### src/rtl/mcss_isqrt.sv
// mcss_isqrt: pipelined integer square root, one result bit per stage.
// Depends on nothing; floor(sqrt(radicand)) comes out of the last stage, stages move only while en is high.
module mcss_isqrt (
   input  logic        clock,
   input  logic        en,
   input  logic [32:0] radicand,
   output logic [16:0] root
);

   localparam int STEPS = 17;
   localparam int W     = 35;

   logic [W-1:0] rem_ff [STEPS];
   logic [W-1:0] acc_ff [STEPS];

   for (genvar i = 0; i < STEPS; i++) begin : g_step
      localparam logic [W-1:0] BIT = W'(1) << (2 * (STEPS - 1 - i));
      logic [W-1:0] rem_d;
      logic [W-1:0] acc_d;
      logic [W-1:0] trial;
      logic [W-1:0] rem_in;
      logic [W-1:0] acc_in;

      if (i == 0) begin : g_first
         assign rem_d = W'(radicand);
         assign acc_d = '0;
      end else begin : g_next
         assign rem_d = rem_ff[i-1];
         assign acc_d = acc_ff[i-1];
      end

      // one restoring step: subtract trial when it fits
      always_comb begin
         trial = acc_d + BIT;
         if (rem_d >= trial) begin
            rem_in = rem_d - trial;
            acc_in = (acc_d >> 1) + BIT;
         end else begin
            rem_in = rem_d;
            acc_in = acc_d >> 1;
         end
      end

      always_ff @(posedge clock) begin
         if (en) begin
            rem_ff[i] <= rem_in;
            acc_ff[i] <= acc_in;
         end
      end
   end

   assign root = acc_ff[STEPS-1][16:0];

endmodule

### config.mk
export PLATFORM = sky130hd
export DESIGN_NAME = mcss_isqrt
export DESIGN_NICKNAME = d
export VERILOG_FILES = /design/src/rtl/mcss_isqrt.sv
export SDC_FILE = /design/constraint.sdc
export NUM_CORES = 1
export LEC_CHECK = 0
export BUFFER_PORTS_ARGS = -buffer_cell sky130_fd_sc_hd__clkbuf_2
export CORE_MARGIN = 2
export CORE_UTILIZATION = 40
export DETAILED_ROUTE_END_ITERATION = 10
export PLACE_DENSITY_LB_ADDON = 0.15
export SLEW_MARGIN = 20
export SYNTH_ARGS = -nofsm -noshare
export SYNTH_HDL_FRONTEND = slang
export SYNTH_SLANG_ARGS = --single-unit
### constraint.sdc
create_clock -name clock -period 3.8 [get_ports clock]
set_clock_uncertainty 0.05 [all_clocks]
set_input_delay 0.19 -clock clock [delete_from_list [all_inputs] [get_ports clock]]
set_output_delay 0.19 -clock clock [all_outputs]
set_load 0.02 [all_outputs]
==> flow_summary.yaml, run 1 <==
synthesis:
  yosysSeqAreaShare_pct: 63.4
  synth_top_area_share_pct: 63.4
  syn_inst: 2553
  synth-edff-count: 712
  yosys-top-cells-area: "edfxtp_1 (63%), ha_1 (6.2%), xor2_1 (3.1%)"
  synth_cell_type_count: 88
  ys_seq_elements: 712
  yosysMostFrequentCell: "edfxtp_1"
  yosysTopAreaCell: "edfxtp_1"
  synthFlopType: "edfxtp_1"
  synth-async-reset-ratio_pct: 0
  yosys_warnings: 0
  ys_top_cells_by_count: "edfxtp_1 (712), inv_1 (204), ha_1 (166), nor2_1 (144), nand2_1 (129)"
  avgSynthCellArea_sq_um: 13.2
  syn_area_sq_um: 33700
grt:
  overflow: 0
  globalRouteMet3Util_pct: 2.52
  grt_use_met1_pct: 18.1
  grt_max_degree: 111
  grt_pass1_wl_um: 111000
  grt_busiest_layer: "met2"
  grt.met2_usage_pct: 31.7
  track_usage_pct: 16.4
  first_global_vias: 20600
  grt_antenna_before_repair: 0
placement:
  io_buffers: 51
  gp_congestion: 0.865
  placed_area_sq_um: 35500
  dp_hpwl_um: 52600
drt:
  postRouteAntennaNets: 0
  wirelength_um: 70100
  drt_iter0_drc: 980
  vias: 20100
  routedWlPerCell_um: 18.2
  first_pass_iters: 5
  drc_errors: 0
  avgViaCountPerCell: 5.20
min_path:
  hold_start: "en"
  min_path_cells: 1
  hold_path_class: "input port to register"
floorplan:
  num_rows: 106
  die_w_um: 294
  io_pins: 52
  start_util_pct: 40.4
  fp.dieArea_sq_um: 86700
  fp.coreArea_sq_um: 83600
  die_h_um: 294
clock_network:
  tritoncts: "done"
  cts_resized: 0
  clk_pin_slew_ps: 60
  post_cts_buffers: 0
  clock_path_buffers: 3
  cts_buffers: 79
  h-tree-depth: 3
  cts_sinks: 712
  cts_root_buffer: "clkbuf_16"
  clock_latency_ps: 640
sta:
  max_slew_margin_pct: 29.6
  hold_violations: 0
  rsz0062_at_grt: "false"
  period_share_pct: 88.8
  report.final.setup_viol: 0
  setup_tns_ps: 0
  max_freq_mhz: 296
  slew_viol_final: 0
  worstMarginPinSlew_ps: 1060
  period_needed_ps: 3370
finish:
  syn2layout_area_growth_pct: 13.6
  antenna_cells: 0
  drive_gt1_share_pct: 9.76
  fin_area_sq_um: 38300
  finish.net_count: 2916
setup_path:
  ff2ff_setup_slack_ps: 430
  worstPathCellList: "ha_1 -> or3b_2 -> or4_1 -> o211ai_1 -> a211oi_2 -> inv_2 -> nand3_2 -> nor4b_1 -> xor2_1"
  start_kind: "register"
  worstSetupEndpointType: "register"
  critical_path.slowest_cell: "or3b_2"
  crit_start: "rem_ff[0][503]$_DFFE_PP_"
  worstPathRequired_ps: 4120
  crit_path_end: "rem_ff[0][553]$_DFFE_PP_"
  worstPathMaxFanout: 19
  worst_ep_arrival_time_ps: 3690
  worstReg2RegEnd: "rem_ff[0][553]$_DFFE_PP_"
  worstRegToRegCells: 9
  worstSetupPathType: "register to register"
  reg2reg_from: "rem_ff[0][503]$_DFFE_PP_"
  cpPeakStageDelay_ps: 450
power:
  p_leak_nw: 14.3
  vdd_drop_max_uv: 366
  power_density_nw_per_um2: 543
run_status:
  status: "complete, no violations"
job:
  drv_cap: 0
==> worst min-delay path by stage <==
stage,end,slack (ps)
after detailed placement,rem_ff[0][2]$_DFFE_PP_,320
after global routing,rem_ff[0][237]$_DFFE_PP_,160
after global placement,rem_ff[0][29]$_DFFE_PP_,320
after floorplan,rem_ff[0][0]$_DFFE_PP_,240
final,rem_ff[0][237]$_DFFE_PP_,80
after CTS,rem_ff[0][237]$_DFFE_PP_,130
==> cell families (layout without fill, tap and decap cells) <==
family	after synthesis	after routing	share of synthesized area (%)
AO/OA/AOI/OAI	428	428	8.30
XOR/XNOR	231	231	6.00
adder cells (fa/ha/maj)	166	166	6.16
buffers and inverters	254	476	3.20
flip-flops	712	712	63.4
multiplexers	45	45	1.47
other	1	2	0.0111
AND/OR/NAND/NOR	716	716	11.5
==> metal layers <==
metal,vias up,share of wire [%]
met3,120,2.8
met1,9712,40
met2,328,55
met4,0,2.7
li1,9907,-
met5,-,0
==> worst max-delay path, delay by kind of cell, from the launching register on <==
family | cells | cell delay (ps)
AND/OR/NAND/NOR | 4 | 1430
adder cells (fa/ha/maj) | 1 | 400
AO/OA/AOI/OAI | 2 | 400
flip-flops | 1 | 390
buffers and inverters | 1 | 320
XOR/XNOR | 1 | 100
==> final cells by class <==
class | instances | area (sq um)
sequential | 712 | 21400
clock inverter | 47 | 444
multi-input combinational | 1588 | 11300
fill | 7443 | 45200
clock buffer | 95 | 2040
inverter | 206 | 773
tap | 1080 | 1350
timing repair buffer | 128 | 1030
==> stage by stage <==
step	util, %	power, mW	worst slack [ps]	cells	hold slack (ps)
2_1_floorplan	-	12.6	919	2554	239
4_1_cts	45.9	21.0	442	3856	134
6_report	45.9	20.8	425	3856	80.7
3_5_place_dp	42.5	13.7	492	3681	319
3_3_place_gp	42.5	13.6	529	3681	319
5_1_grt	45.9	21.8	214	3856	159
==> flip-flops by register name (all words and copies together) (netlist names) <==
name,flops
acc_ff,153
rem_ff,559
==> report_power, final <==
part	switching [mW]	internal (mW)	leakage [nW]
Sequential	0.632	9.76	6.82
Combinational	1.76	1.36	6.29
Clock	3.14	4.14	1.20
Total	5.53	15.3	14.3
==> placed cells by master (no fill, tap or decap), drive strengths merged, types with 19 or more instances in the layout <==
cell,instances
a21o,43
a21oi,111
buf,45
clkbuf,145
clkinv,38
dlygate4sd3,33
edfxtp,712
ha,166
inv,209
mux2,35
nand2,129
nand2b,38
nand3,37
nand4,27
nor2,144
nor2b,22
nor3,82
nor4,85
nor4b,23
o21a,42
o21ai,105
o31ai,19
or3,33
or4,25
xnor2,113
xor2,118
==> timing repair <==
| item | in CTS | in global routing |
|---|---|---|
| endpoints found under the setup margin | 0 | 0 |
| hold buffers | 33 | 0 |
| endpoints found under the hold margin | 33 | 0 |
Power figures use the tool's default switching activity.
==> run 2: changes to the inputs <==
--- a/config.mk
+++ b/config.mk
@@ -6,6 +6,7 @@
 export NUM_CORES = 1
 export LEC_CHECK = 0
 export BUFFER_PORTS_ARGS = -buffer_cell sky130_fd_sc_hd__clkbuf_2
+export CORE_ASPECT_RATIO = 1.75
 export CORE_MARGIN = 2
 export CORE_UTILIZATION = 40
 export DETAILED_ROUTE_END_ITERATION = 10
==> flow_summary.yaml, run 2 (synthesis gave the netlist of run 1 again) <==
run_status:
  status: "complete, no violations"
clock_network:
  cts_buffers: 71
  clk_pin_slew_ps: 60
  cts_resized: 0
  h-tree-depth: 3
  clock_path_buffers: 3
  tritoncts: "done"
  cts_hold_buf: 34
  cts_sinks: 712
  post_cts_buffers: 0
  cts_root_buffer: "clkbuf_16"
  clock_latency_ps: 640
grt:
  grt_pass1_wl_um: 115000
  grt_antenna_before_repair: 0
  overflow: 0
  grt_max_degree: 127
  first_global_vias: 22400
  track_usage_pct: 17.4
finish:
  drive_gt1_share_pct: 9.58
  antenna_cells: 0
  largest_register_ff_count: 559
  fillers: 7403
  top_register: "rem_ff"
  syn2layout_area_growth_pct: 12.7
  top_regs: "rem_ff x559, acc_ff x153"
  layout_commonest_cell: "edfxtp_1"
  fin_area_sq_um: 38000
  finish.net_count: 2912
  layout_common_cells: "edfxtp_1 (712), inv_1 (204), ha_1 (166)"
  final_cells: 3832
min_path:
  hold_path_class: "input port to register"
floorplan:
  die_h_um: 388
  die_w_um: 224
  io_pins: 52
  fp.coreArea_sq_um: 83400
  num_rows: 140
  fp.dieArea_sq_um: 86800
  start_util_pct: 40.5
setup_path:
  worstPathCellList: "ha_1 -> nor4bb_1 -> buf_4 -> nand4_1 -> buf_4 -> o21ai_0 -> nor3_1 -> nand3b_1 -> nand3_1 -> xnor2_1 -> buf_4"
  path_common_cell: "buf_4"
  start_kind: "register"
  critical_path.slowest_cell: "o21ai_0"
  worstSetupPathType: "register to register"
  worst_ep_arrival_time_ps: 3920
  worstPathRequired_ps: 4240
  cpPeakStageDelay_ps: 490
  worstPathMaxFanout: 6
  worstSetupEndpointType: "register"
sta:
  hold_violations: 0
  period_needed_ps: 3470
  setup_tns_ps: 0
  max_slew_margin_pct: 29.9
  report.final.setup_viol: 0
  worstMarginPinSlew_ps: 1040
  rsz0062_at_grt: "false"
  period_share_pct: 91.4
  max_freq_mhz: 288
  slew_viol_final: 0
drt:
  first_pass_iters: 5
  drc_errors: 0
  postRouteAntennaNets: 0
  wirelength_um: 74300
  drt_iter0_drc: 785
  vias: 20200
  avgViaCountPerCell: 5.28
  routedWlPerCell_um: 19.4
placement:
  gp_congestion: 0.922
  place_inst: 3669
  placed_area_sq_um: 35500
  io_buffers: 51
  dp_hpwl_um: 56400
power:
  p_leak_nw: 14.2
  vdd_drop_max_uv: 359
  power_density_nw_per_um2: 532
job:
  drv_cap: 0
run 2: metal layers:
metal  up-vias  track usage, %  wire length (um)
met5         -               0                 0
met4         0            11.6              5080
met3       212            2.31              1810
met2       346            40.7             48700
met1      9796            10.9             18700
li1       9867               -                 -
run 2: power breakdown:
group | leakage [nW] | switching, mW | internal (mW)
Sequential | 6.82 | 0.578 | 9.76
Combinational | 6.31 | 1.86 | 1.37
Clock | 1.06 | 3.06 | 3.61
Total | 14.2 | 5.49 | 14.7
run 2: path summary, 6_finish.rpt:
path | start | end | slack (ps) | cells after the start
setup reg to reg | rem_ff[0][164]$_DFFE_PP_ | rem_ff[0][207]$_DFFE_PP_ | 330 | 11
hold reg to reg | rem_ff[0][79]$_DFFE_PP_ | rem_ff[0][114]$_DFFE_PP_ | 390 | 0
hold / removal | radicand[30] | rem_ff[0][30]$_DFFE_PP_ | 220 | 2
setup / recovery | rem_ff[0][164]$_DFFE_PP_ | rem_ff[0][207]$_DFFE_PP_ | 330 | 11
run 2: worst max-delay path, delay by kind of cell (launching register included):
kind,cells,cell delay [ps]
adders and majority gates,1,420
buffers and inverters,3,550
DFF,1,390
AOI/OAI and AO/OA,1,490
xor gates and xnor gates,1,390
and+or+nand+nor,5,1060
run 2: metrics by stage:
stage / utilization, % / total power [mW] / hold slack, ps / setup WS (ps)
after floorplan: - / 12.6 / 239 / 919
after global placement: 42.6 / 13.6 / 317 / 330
after detailed placement: 42.6 / 13.7 / 319 / 277
after CTS: 45.6 / 20.4 / 164 / 254
after global routing: 45.6 / 21.2 / 183 / 145
final: 45.6 / 20.2 / 220 / 326
run 2: cell type report:
class                      instances  area [sq um]  area share [%]
sequential                       712         21400            56.2
multi-input combinational       1588         11300            29.8
clock buffer                      86          1850            4.88
tap                             1065          1330            3.50
timing repair buffer             132          1020            2.69
inverter                         206           773            2.03
clock inverter                    43           328           0.862
